## src/sv/cpms_pkg.sv

```systemverilog
package cpms_pkg;

  // default capacity and coordinate width
  localparam int MaxPoints = 1024;
  localparam int CoordBits = 16;

  // fixed output widths and strip window depth
  localparam int DistBits  = 33;
  localparam int CheckBits = 20;
  localparam int WinDepth  = 4;

  // handshake from the sequencer into the strip checker
  typedef struct packed {
    logic clear;  // start of a new merge: empty the window
    logic visit;  // a merged point is offered
  } strip_ctl_t;

endpackage

```

## src/sv/cpms_strip.sv

```systemverilog
// strip checker: one merged point at a time, one window slot per step,
// a single squaring multiplier shared by all tests
module cpms_strip #(
  parameter int CoordBits = cpms_pkg::CoordBits
) (
  input  logic                        clk_i,
  input  logic                        rst_ni,
  input  cpms_pkg::strip_ctl_t        ctl_i,
  input  logic signed [CoordBits-1:0] cx_i,
  input  logic signed [CoordBits-1:0] cy_i,
  input  logic signed [CoordBits-1:0] div_i,
  input  logic                        reset_best_i,
  output logic                        busy_o,
  output logic                        found_o,
  output logic [CoordBits-1:0]        fx_o,
  output logic [CoordBits-1:0]        fy_o,
  output logic [CoordBits-1:0]        sx_o,
  output logic [CoordBits-1:0]        sy_o,
  output logic [cpms_pkg::DistBits-1:0]  dist_o,
  output logic [cpms_pkg::CheckBits-1:0] checks_o
);
  localparam int DB = CoordBits + 1;      // difference width
  localparam int SB = 2 * DB;             // square width
  localparam int TB = SB + 1;             // sum width
  localparam int W  = cpms_pkg::WinDepth;
  localparam int KB = $clog2(W + 1);

  localparam logic [2:0] S_IDLE = 3'd0;
  localparam logic [2:0] S_STRIP = 3'd1;
  localparam logic [2:0] S_GAP = 3'd2;
  localparam logic [2:0] S_DX = 3'd3;
  localparam logic [2:0] S_DY = 3'd4;
  localparam logic [2:0] S_PUSH = 3'd5;

  logic [2:0] st_q, st_d;
  logic signed [CoordBits-1:0] wx_q [W];
  logic signed [CoordBits-1:0] wy_q [W];
  logic [W-1:0] wok_q;
  logic [KB-1:0] k_q;      // slots visited, newest first
  logic [KB-1:0] keep_q;
  logic [TB-1:0] best_q;
  logic best_ok_q;
  logic [CoordBits-1:0] bfx_q, bfy_q, bsx_q, bsy_q;
  logic [cpms_pkg::CheckBits-1:0] chk_q;
  logic [SB-1:0] dxsq_q;
  logic signed [CoordBits-1:0] cx_q, cy_q, div_q;

  // current window slot, newest at W-1
  logic [$clog2(W)-1:0] slot;
  assign slot = $clog2(W)'(W - 1 - int'(k_q));

  // shared squaring unit
  logic signed [DB-1:0] mop;
  logic [DB-1:0] mabs;
  logic [SB-1:0] msq;
  always_comb begin
    case (st_q)
      S_STRIP: mop = DB'(cx_q) - DB'(div_q);
      S_GAP:   mop = DB'(cy_q) - DB'(wy_q[slot]);
      S_DX:    mop = DB'(cx_q) - DB'(wx_q[slot]);
      S_DY:    mop = DB'(cy_q) - DB'(wy_q[slot]);
      default: mop = '0;
    endcase
    mabs = mop[DB-1] ? DB'(-mop) : mop;
    msq  = SB'(mabs) * SB'(mabs);
  end

  logic below;
  logic [TB-1:0] dsum;
  logic signed [DB-1:0] oa, ob;
  logic opp;
  always_comb begin
    dsum  = TB'(dxsq_q) + TB'(msq);
    below = !best_ok_q || (TB'(msq) < best_q);
    oa = DB'(cx_q) - DB'(div_q);
    ob = DB'(wx_q[slot]) - DB'(div_q);
    opp = (oa == '0) || (ob == '0) || (oa[DB-1] != ob[DB-1]);
  end

  assign busy_o = (st_q != S_IDLE);

  // sequencer over the window
  always_comb begin
    st_d = st_q;
    case (st_q)
      S_IDLE:  if (ctl_i.visit) st_d = S_STRIP;
      S_STRIP: st_d = below ? S_GAP : S_IDLE;
      S_GAP: begin
        if (k_q == KB'(W) || !wok_q[slot] || !(mop[DB-1] || below)) st_d = S_PUSH;
        else if (opp) st_d = S_DX;
        else st_d = S_GAP;
      end
      S_DX:    st_d = S_DY;
      S_DY:    st_d = S_GAP;
      S_PUSH:  st_d = S_IDLE;
      default: st_d = S_IDLE;
    endcase
  end

  always_ff @(posedge clk_i or negedge rst_ni) begin
    if (!rst_ni) begin
      st_q <= S_IDLE;
      wok_q <= '0;
      best_q <= '1;
      best_ok_q <= 1'b0;
      chk_q <= '0;
      k_q <= '0;
      keep_q <= '0;
      bfx_q <= '0; bfy_q <= '0; bsx_q <= '0; bsy_q <= '0;
    end else begin
      st_q <= st_d;
      if (reset_best_i) begin
        best_q <= '1;
        best_ok_q <= 1'b0;
        chk_q <= '0;
        bfx_q <= '0; bfy_q <= '0; bsx_q <= '0; bsy_q <= '0;
      end
      if (ctl_i.clear) wok_q <= '0;
      case (st_q)
        S_IDLE: begin
          if (ctl_i.visit) begin
            cx_q <= cx_i; cy_q <= cy_i; div_q <= div_i;
            k_q <= '0; keep_q <= '0;
          end
        end
        S_GAP: begin
          if (st_d == S_GAP) begin
            k_q <= k_q + 1'b1; keep_q <= keep_q + 1'b1;
          end
        end
        S_DX: dxsq_q <= msq;
        S_DY: begin
          if (chk_q != '1) chk_q <= chk_q + 1'b1;
          if (!best_ok_q || dsum < best_q) begin
            best_q <= dsum; best_ok_q <= 1'b1;
            bfx_q <= cx_q; bfy_q <= cy_q;
            bsx_q <= wx_q[slot]; bsy_q <= wy_q[slot];
          end
          k_q <= k_q + 1'b1; keep_q <= keep_q + 1'b1;
        end
        S_PUSH: begin
          // keep the newest entries, shift, push the current point
          for (int i = 0; i < W - 1; i++) begin
            wx_q[i] <= wx_q[i+1];
            wy_q[i] <= wy_q[i+1];
            wok_q[i] <= wok_q[i+1] && (i >= W - 1 - int'(keep_q));
          end
          wx_q[W-1] <= cx_q; wy_q[W-1] <= cy_q; wok_q[W-1] <= 1'b1;
        end
        default: ;
      endcase
    end
  end

  assign found_o  = best_ok_q;
  assign fx_o = bfx_q; assign fy_o = bfy_q;
  assign sx_o = bsx_q; assign sy_o = bsy_q;
  assign dist_o   = cpms_pkg::DistBits'(best_q);
  assign checks_o = chk_q;
endmodule

```

## config.mk

```make
export PLATFORM = sky130hd
export DESIGN_NAME = cpms_strip
export DESIGN_NICKNAME = d
export VERILOG_FILES = /design/src/sv/cpms_pkg.sv /design/src/sv/cpms_strip.sv
export SDC_FILE = /design/constraint.sdc
export NUM_CORES = 1
export LEC_CHECK = 0
export BUFFER_PORTS_ARGS = -buffer_cell sky130_fd_sc_hd__clkbuf_2
export CAP_MARGIN = 20
export CORE_MARGIN = 1.5
export CORE_UTILIZATION = 45
export CTS_CLUSTER_DIAMETER = 60
export DETAILED_ROUTE_END_ITERATION = 10
export GPL_ROUTABILITY_DRIVEN = 0
export GPL_TIMING_DRIVEN = 0
export PLACE_DENSITY = 0.64
export SYNTH_ARGS = -nofsm -noshare
export SYNTH_HDL_FRONTEND = slang
export SYNTH_SLANG_ARGS = --single-unit
```

## constraint.sdc

```tcl
create_clock -name clk_i -period 16.5 [get_ports clk_i]
set_input_delay 3.3 -clock clk_i [delete_from_list [all_inputs] [get_ports clk_i]]
set_output_delay 3.3 -clock clk_i [all_outputs]
set_load 0.01 [all_outputs]
```

==> results.py, run 1 <==
metrics = {
    "detailed_routing": {
        "drt_iter0_markers": 1435,
        "wl_per_cell_microns": 19.2,
        "viasPerCell": 5.59,
        "drt_wl_total_microns": 72700,
        "firstDrtPassIters": 6,
        "ant_nets": 0,
        "num_vias": 21100,
        "drc": 0,
    },
    "timing": {
        "postLayoutSetupSlackWorst_ns": 0.941,
        "max_slew.worst_pin.slew_ns": 0.939,
        "hold_viol_final": 0,
        "fin_crit_sh_pct": 94.3,
        "rsz0062_at_grt": "no",
        "setup_violations": 0,
        "period_minus_slack_ns": 15.56,
        "max_slew_margin_pct": 37.4,
        "drv_slew": 0,
        "fmax_ghz": 0.0643,
        "fin_worst_skew_ns": 0.0622,
    },
    "synth": {
        "ys.flop_type": "edfxtp_1",
        "ys_ff_latch": 342,
        "syn_area_sq_um": 27600,
        "ys_types": 88,
        "ys_warn_count": 0,
        "syn_area_per_cell_sq_um": 10.1,
        "synth_edf_count": 209,
        "async_flop_share_pct": 38.9,
        "synth.area.top_cells": "edfxtp_1, fa_1, ha_1, dfrtp_1, inv_1",
        "synth_top_area_share_pct": 22.7,
        "seq_area_frac_synth_pct": 35.0,
        "yosysTopAreaCell": "edfxtp_1",
        "synth_cells": 2734,
    },
    "critical_path": {
        "crit_required_ns": 17.01,
        "path_class": "reg2reg",
        "critPathMaxStageDelay_ns": 0.60,
        "path_common_cell": "a21o_1",
        "path_max_fanout": 10,
        "cp.buffers_inverters": 11,
        "critPathLaunchType": "flip-flop",
        "worstPathArrival_ns": 16.07,
        "critPathTopFamily": "compound AO/OA/AOI/OAI gates",
        "cp-end-kind": "flip-flop",
        "critPathSlowestCell": "mux4_2",
    },
    "die": {
        "io_pins": 172,
        "die_h_microns": 251,
        "coreArea_sq_um": 60500,
        "fp.dieArea_sq_um": 62800,
        "fp-row-count": 90,
        "die_w_microns": 251,
        "initial_core_util_pct": 45.6,
    },
    "cells_and_area": {
        "final_common_cell": "inv_1",
        "drive_above_1_share_pct": 14.1,
        "fin_util_pct": 51.6,
        "stdcell_area_sq_um": 31200,
        "fillers": 5410,
        "final_cell_mix": "inv_1, nand2_1, ha_1",
        "syn2layout_area_growth_pct": 13.1,
        "nNetsFinal": 3489,
    },
    "run": {
        "max_cap_violations": 0,
    },
    "clocking": {
        "cts_htree_levels": 2,
        "cts_buffers": 41,
        "clk_pin_slew_ns": 0.06,
        "cts.sinks": 342,
        "cts.path.max_buffers": 3,
        "clockRootBuffer": "clkbuf_16",
        "clk_latency_ns": 0.60,
        "cts_tree": "yes",
    },
    "min_path": {
        "hold_path_class": "reg2reg",
    },
    "global_routing": {
        "track_usage_pct": 23.1,
        "grt-ovfl-total": 0,
        "antenna_found_initial": 2,
        "grt_max_degree": 77,
        "grt_pass1_vias": 21300,
        "grt_first_pass_wirelength_microns": 115000,
    },
    "status": {
        "status": "complete, no violations",
    },
    "placement": {
        "place_ws_ns": -1.73,
        "dp_hpwl_microns": 57800,
        "dpl_cell_area_sq_um": 29600,
        "io_buffers": 171,
    },
}
==> metrics by stage <==
stage                     hold slack, ns  std cells  TNS (ns)
final                              0.442       3780         0
after global routing               0.459       3779         0
after CTS                          0.445       3776         0
after detailed placement           0.430       3702   -137.85
after global placement             0.426       3696   -117.69
after floorplan                    0.421       2743         0
==> final timing paths <==
kind                                 start  slack [ns]    endpoint  depth (start not counted)
worst max register to register      k_q[0]        0.94    sy_o[14]                         58
max in group asynchronous           rst_ni       12.97  best_q[14]                          2
worst max-delay path                k_q[0]        0.94    sy_o[14]                         58
min in group asynchronous           rst_ni        2.70    sy_o[14]                          1
worst min register to register  wy_q[1][8]        0.44  wy_q[0][8]                          0
worst min-delay path            wy_q[1][8]        0.44  wy_q[0][8]                          0
==> what timing repair did <==
action                     4_1_cts  5_1_grt
setup buffers                    0        2
resized for setup               23       26
pin swaps                        0        1
setup endpoints to repair      100      100
hold buffers                     0        0
==> state kept, by name, summed over array words and instances, names as in the netlist, 4 cells and up <==
register  flops
wx_q         64
wy_q         64
best_q       35
dxsq_q       33
checks_o     20
cx_q         16
cy_q         16
div_q        16
fx_o         16
fy_o         16
sx_o         16
sy_o         16
wok_q         4
==> worst register-to-register path: cells and delay by family (launching register included) <==
family | cells | cell delay, ns
AO/OA/AOI/OAI | 25 | 5.16
XOR/XNOR | 3 | 0.84
adder cells (fa/ha/maj) | 11 | 4.75
buffers and inverters | 11 | 2.64
flip-flops | 1 | 0.35
multiplexers | 1 | 0.61
AND/OR/NAND/NOR | 7 | 1.12
==> per-layer routing <==
| layer | routed length [microns] | track usage (%) |
|---|---|---|
| met5 | 13 | 0 |
| met1 | 30500 | 29.7 |
| met3 | 4230 | 3.61 |
| met2 | 35600 | 39.5 |
| met4 | 2410 | 8.45 |
==> area by class of cell <==
type | count | area, sq um | area share (%)
multi-input cells | 1903 | 16100 | 51.6
flip-flops and latches | 342 | 9650 | 30.9
inverters | 397 | 1500 | 4.79
clock buffers | 49 | 1110 | 3.56
repair buffers | 180 | 997 | 3.20
well taps | 782 | 978 | 3.14
plain buffers | 100 | 543 | 1.74
clock inverters | 26 | 317 | 1.01
diodes | 1 | 2.50 | 0.00802
==> synth_stat cells, types with 19 or more instances <==
cell type  number
nand2b_1       26
buf_4          33
xnor2_1        76
o21a_1         29
edfxtp_1      209
dfrtp_1        98
a21oi_1       107
and2_1         20
nor2_1        170
ha_1          278
mux4_2         33
fa_1          193
nor3_1         39
o21ai_0       177
a31oi_1        19
nand3_1        29
nand4_1        22
inv_1         388
dfstp_2        35
nor2b_1        33
a21o_1         42
and3_1         19
clkbuf_1       56
xor2_1         40
nand2_1       317
==> cell families (layout without fill, tap and decap cells) <==
| kind of cell | Yosys count | count (layout) | synth area share, % |
|---|---|---|---|
| buffers and inverters | 498 | 752 | 7.28 |
| adder cells (fa/ha/maj) | 471 | 471 | 26.6 |
| multiplexers | 44 | 44 | 3.10 |
| flip-flops | 342 | 342 | 35.0 |
| XOR/XNOR | 116 | 116 | 3.68 |
| AND/OR/NAND/NOR | 739 | 739 | 12.3 |
| AO/OA/AOI/OAI | 522 | 522 | 12.0 |
| other | 2 | 12 | 0.0272 |
Power of run 1 is not shown: default switching activity piles up to over one toggle a cycle in this logic, so the estimate is an artifact.
==> run 2, diff against run 1 <==
--- a/config.mk
+++ b/config.mk
@@ -7,13 +7,15 @@
 export LEC_CHECK = 0
 export BUFFER_PORTS_ARGS = -buffer_cell sky130_fd_sc_hd__clkbuf_2
 export CAP_MARGIN = 20
+export CELL_PAD_IN_SITES_DETAIL_PLACEMENT = 0
+export CELL_PAD_IN_SITES_GLOBAL_PLACEMENT = 2
 export CORE_MARGIN = 1.5
-export CORE_UTILIZATION = 45
+export CORE_UTILIZATION = 41
 export CTS_CLUSTER_DIAMETER = 60
 export DETAILED_ROUTE_END_ITERATION = 10
 export GPL_ROUTABILITY_DRIVEN = 0
 export GPL_TIMING_DRIVEN = 0
-export PLACE_DENSITY = 0.64
+export PLACE_DENSITY = 0.84
 export SYNTH_ARGS = -nofsm -noshare
 export SYNTH_HDL_FRONTEND = slang
 export SYNTH_SLANG_ARGS = --single-unit
==> run 2 against run 1 <==
Count of clock-buffer cells in the layout grew 6. Core utilization decreased by 4.1 points. Cell area increased by 0.89%. Critical endpoint is now fx_o[10].
==> results.py, run 2 (same netlist as run 1, synthesis figures left out) <==
metrics = {
    "die": {
        "initial_core_util_pct": 41.7,
        "die_w_microns": 262,
        "die_h_microns": 262,
        "coreArea_sq_um": 66200,
        "fp-row-count": 94,
        "fp.dieArea_sq_um": 68900,
        "io_pins": 172,
    },
    "cells_and_area": {
        "final_common_cell": "inv_1",
        "fin_cells": 3869,
        "top_regs": "wx_q (64), wy_q (64), best_q (35)",
        "final_cell_mix": "inv_1, nand2_1, ha_1",
        "fillers": 6296,
        "drive_above_1_share_pct": 14.7,
        "multi_input_area_sq_um": 16200,
        "nNetsFinal": 3491,
        "syn2layout_area_growth_pct": 14.1,
        "seq_area_sq_um": 9650,
        "stdcell_area_sq_um": 31500,
    },
    "critical_path": {
        "critPathMaxStageDelay_ns": 0.61,
        "critPathTopFamily": "compound AO/OA/AOI/OAI gates",
        "path_common_cell": "a21o_1",
        "worstPathArrival_ns": 15.99,
        "path_max_fanout": 12,
        "critPathSlowestCell": "clkbuf_1",
        "critPathLaunchType": "flip-flop",
        "cp.buffers_inverters": 8,
        "path_class": "reg2reg",
        "crit_required_ns": 16.94,
        "cp-end-kind": "flip-flop",
    },
    "clocking": {
        "clockRootBuffer": "clkbuf_16",
        "clk_pin_slew_ns": 0.07,
        "cts.sinks": 342,
        "cts.path.max_buffers": 3,
        "cts_htree_levels": 2,
        "clk_latency_ns": 0.60,
        "cts_buffers": 43,
        "cts_tree": "yes",
        "cts_hold_buf": 0,
    },
    "global_routing": {
        "antenna_found_initial": 1,
        "grt_use_met1_pct": 27.9,
        "grt_use_met2_pct": 38.2,
        "use_met3_pct": 2.97,
        "grt_max_degree": 92,
        "grt_pass1_vias": 21200,
        "track_usage_pct": 21.8,
        "grt-ovfl-total": 0,
        "grt_first_pass_wirelength_microns": 119000,
        "grt.busiest_layer": "met2",
    },
    "timing": {
        "period_minus_slack_ns": 15.55,
        "hold_viol_final": 0,
        "drv_slew": 0,
        "max_slew_margin_pct": 25.6,
        "setup_violations": 0,
        "rsz0062_at_grt": "no",
        "max_slew.worst_pin.slew_ns": 1.11,
        "fin_crit_sh_pct": 94.2,
        "tns_ns": 0,
        "fmax_ghz": 0.0643,
        "fin_worst_skew_ns": 0.0538,
    },
    "detailed_routing": {
        "drc": 0,
        "ant_nets": 0,
        "firstDrtPassIters": 5,
        "viasPerCell": 5.32,
        "drt_iter0_markers": 1131,
        "drt_wl_total_microns": 74900,
        "wl_per_cell_microns": 19.4,
        "num_vias": 20600,
    },
    "run": {
        "max_cap_violations": 0,
    },
    "placement": {
        "dpl_cell_area_sq_um": 29700,
        "dp_hpwl_microns": 59600,
        "dpl.cell_count": 3786,
        "io_buffers": 171,
    },
    "min_path": {
        "hold_path_class": "reg2reg",
    },
    "status": {
        "status": "complete, no violations",
    },
}
[run 2: worst paths after layout]
check | start | endpoint | slack, ns | depth (start not counted)
min in group asynchronous | rst_ni | fy_o[5] | 2.64 | 1
worst max register to register | k_q[0] | fx_o[10] | 0.95 | 55
max in group asynchronous | rst_ni | best_q[29] | 13.00 | 2
worst min-delay path | wy_q[1][1] | wy_q[0][1] | 0.42 | 0
worst max-delay path | k_q[0] | fx_o[10] | 0.95 | 55
worst min register to register | wy_q[1][1] | wy_q[0][1] | 0.42 | 0
[run 2: what timing repair did]
item / 4_1_cts / 5_1_grt
setup buffers: 3 / 0
pin swaps: 2 / 0
resized for setup: 36 / 26
endpoints found under the setup margin: 105 / 100
[run 2: per-stage QoR]
step	setup slack [ns]	hold WS [ns]	util, %
after global placement	-2.43	0.427	44.6
after detailed placement	-1.80	0.430	44.9
final	0.951	0.415	47.5
after global routing	0.148	0.427	47.5
after floorplan	2.58	0.421	-
after CTS	0.225	0.404	47.4
[run 2: worst register-to-register path, delay by kind of cell, from the launching register on]
kind                     cells  cell delay, ns
AO/OA/AOI/OAI               23            4.86
adder cells (fa/ha/maj)     11            4.80
buffers and inverters        8            2.00
AND/OR/NAND/NOR              7            1.51
XOR/XNOR                     4            1.14
multiplexers                 2            0.73
flip-flops                   1            0.35
[run 2: per-layer routing]
layer	routed length, microns	vias to the layer above	share of wire (%)
li1	-	9803	-
met1	32400	10200	43
met2	37000	460	49
met3	3230	101	4.3
met4	2330	0	3.1
met5	0	-	0
[run 2: area by class of cell]
| class | instances | area share (%) |
|---|---|---|
| Clock buffer | 55 | 3.82 |
| Tap cell | 864 | 3.44 |
| Multi-Input combinational cell | 1903 | 51.4 |
| Buffer | 98 | 1.74 |
| Clock inverter | 25 | 0.954 |
| Timing Repair Buffer | 182 | 3.23 |
| Sequential cell | 342 | 30.7 |
| Inverter | 397 | 4.76 |
| Antenna cell | 3 | 0.0239 |
Power of run 2 is left out for the same reason.
==> run 3, diff against run 2 <==
--- a/config.mk
+++ b/config.mk
@@ -7,15 +7,16 @@
 export LEC_CHECK = 0
 export BUFFER_PORTS_ARGS = -buffer_cell sky130_fd_sc_hd__clkbuf_2
 export CAP_MARGIN = 20
-export CELL_PAD_IN_SITES_DETAIL_PLACEMENT = 0
+export CELL_PAD_IN_SITES_DETAIL_PLACEMENT = 1
 export CELL_PAD_IN_SITES_GLOBAL_PLACEMENT = 2
 export CORE_MARGIN = 1.5
-export CORE_UTILIZATION = 41
+export CORE_UTILIZATION = 42
+export CTS_BUF_LIST = sky130_fd_sc_hd__clkbuf_2 sky130_fd_sc_hd__clkbuf_4 sky130_fd_sc_hd__clkbuf_8
 export CTS_CLUSTER_DIAMETER = 60
 export DETAILED_ROUTE_END_ITERATION = 10
 export GPL_ROUTABILITY_DRIVEN = 0
 export GPL_TIMING_DRIVEN = 0
-export PLACE_DENSITY = 0.84
+export PLACE_DENSITY = 0.86
 export SYNTH_ARGS = -nofsm -noshare
 export SYNTH_HDL_FRONTEND = slang
 export SYNTH_SLANG_ARGS = --single-unit
==> run 3 against run 2 <==
Sequential share of layout area is 0.059 points higher. Core utilization is 1.0 points higher. Global-route usage is 2.6 points higher. Final cell count is 0.85% higher. Register-to-register slack worse by 0.02 ns. Wire length is 8.2% higher. Critical path depth is 1 higher. Critical endpoint is now best_q[20]. Fmax is 0.13% lower. Non-clock buffer count is 9 higher. Cell area is 0.19% lower. Sequential cell count stayed put. Die area is 2.4% lower.
==> results.py, run 3 (same netlist as run 1, synthesis figures left out) <==
metrics = {
    "critical_path": {
        "reg2reg_to": "best_q[20]",
        "critPathSlowestCell": "o32ai_1",
        "cp-end-kind": "flip-flop",
        "path_class": "reg2reg",
        "critPathTopFamily": "adder cells",
        "critPathMaxStageDelay_ns": 0.76,
        "crit_required_ns": 17.14,
        "critPathLaunchType": "flip-flop",
        "cp.buffers_inverters": 13,
        "r2r_cells": 56,
        "path_max_fanout": 10,
        "reg2reg_slack_ns": 0.93,
        "crit_cells": 56,
        "r2r_start": "k_q[0]",
        "worstPathArrival_ns": 16.21,
        "crit_start": "k_q[0]",
        "path_common_cell": "a21o_1",
        "endpoint": "best_q[20]",
    },
    "cells_and_area": {
        "syn2layout_area_growth_pct": 13.9,
        "drive_above_1_share_pct": 15.9,
        "final_common_cell": "inv_1",
        "top_regs": "wx_q (64), wy_q (64), best_q (35)",
        "final_cell_mix": "inv_1, nand2_1, ha_1",
        "fin_util_pct": 48.5,
        "nNetsFinal": 3517,
        "stdcell_area_sq_um": 31400,
    },
    "timing": {
        "max_slew_margin_pct": 29.3,
        "period_minus_slack_ns": 15.57,
        "drv_slew": 0,
        "max_slew.worst_pin.slew_ns": 1.06,
        "rsz0062_at_grt": "no",
        "postLayoutSetupSlackWorst_ns": 0.931,
        "hold_viol_final": 0,
        "fin_worst_skew_ns": 0.0770,
        "fmax_ghz": 0.0642,
        "setup_violations": 0,
        "fin_crit_sh_pct": 94.4,
        "tns_ns": 0,
    },
    "placement": {
        "place_ws_ns": -2.07,
        "dp_hpwl_microns": 64800,
        "dpl_cell_area_sq_um": 29700,
        "io_buffers": 171,
    },
    "clocking": {
        "cts_hold_buf": 0,
        "cts_buffers": 60,
        "clk_pin_slew_ns": 0.07,
        "cts.sinks": 342,
        "cts_htree_levels": 2,
        "clockRootBuffer": "clkbuf_8",
        "clk_latency_ns": 0.72,
        "cts.path.max_buffers": 3,
        "cts_tree": "yes",
    },
    "run": {
        "max_cap_violations": 0,
    },
    "global_routing": {
        "grt-ovfl-total": 0,
        "grt_pass1_vias": 23500,
        "track_usage_pct": 24.4,
        "grt_first_pass_wirelength_microns": 129000,
        "grt_max_degree": 91,
        "antenna_found_initial": 2,
    },
    "detailed_routing": {
        "firstDrtPassIters": 5,
        "drt_wl_total_microns": 81000,
        "wl_per_cell_microns": 20.8,
        "num_vias": 21100,
        "viasPerCell": 5.41,
        "drt_iter0_markers": 856,
        "drc": 0,
        "ant_nets": 0,
    },
    "die": {
        "coreArea_sq_um": 64700,
        "die_w_microns": 259,
        "io_pins": 172,
        "fp.dieArea_sq_um": 67200,
        "fp-row-count": 93,
        "initial_core_util_pct": 42.6,
        "die_h_microns": 259,
    },
    "min_path": {
        "hold_path_class": "reg2reg",
    },
    "status": {
        "status": "complete, no violations",
    },
}
run 3: cell count changes in the layout (fill, tap and decap cells not counted), moves of 4 or more:
cell and change:
clkinv_4 -4, clkbuf_4 +27, clkinv_2 +4, clkbuf_2 -6
buf_4 +9, clkbuf_16 -44, clkbuf_8 +60
run 3: metal layers:
metal | vias up | wire length (microns) | global-route usage, %
met4 | 0 | 3030 | 8.96
met1 | 10700 | 33500 | 29.9
met5 | - | 0 | 0
met3 | 145 | 3070 | 3.21
met2 | 437 | 41400 | 43.8
li1 | 9821 | - | -
run 3: per-stage QoR:
stage / cells / hold slack, ns
floorplan: 2743 / 0.421
global placement: 3769 / 0.427
detailed placement: 3776 / 0.434
CTS: 3891 / 0.398
global route: 3901 / 0.410
finish: 3902 / 0.414
run 3: layout make-up:
cell class                 count  area [sq um]
multi-input combinational   1903         16200
inverter                     397          1490
antenna                        2          5.00
timing repair buffer         189          1060
clock inverter                23           290
sequential                   342          9650
clock buffer                  91          1100
buffer                       100           548
tap                          855          1070
fill                        7306         33300
run 3: worst register-to-register path: cells and delay by family (launching register included):
kind / cells / cell delay, ns
compound gates: 21 / 4.63
mux: 1 / 0.53
xor+xnor: 3 / 0.91
simple gates: 7 / 1.13
fa+ha+maj: 11 / 4.81
buf+inv: 13 / 3.19
flops: 1 / 0.35
run 3: repair_timing:
action / in CTS / in global routing
endpoints found under the setup margin: 104 / 100
buffers inserted: 2 / 9
pin swaps: 1 / 3
gates resized for setup: 27 / 35
run 3: how the worst min path moves through the flow:
stage	from	endpoint	cells after the start
CTS	wy_q[2][14]	wy_q[1][14]	0
global placement	wy_q[3][15]	wy_q[2][15]	0
finish	wy_q[2][14]	wy_q[1][14]	0
global route	wy_q[2][14]	wy_q[1][14]	0
floorplan	wx_q[1][0]	wx_q[0][0]	0
detailed placement	wx_q[1][14]	wx_q[0][14]	0
Power of run 3 is left out for the same reason.
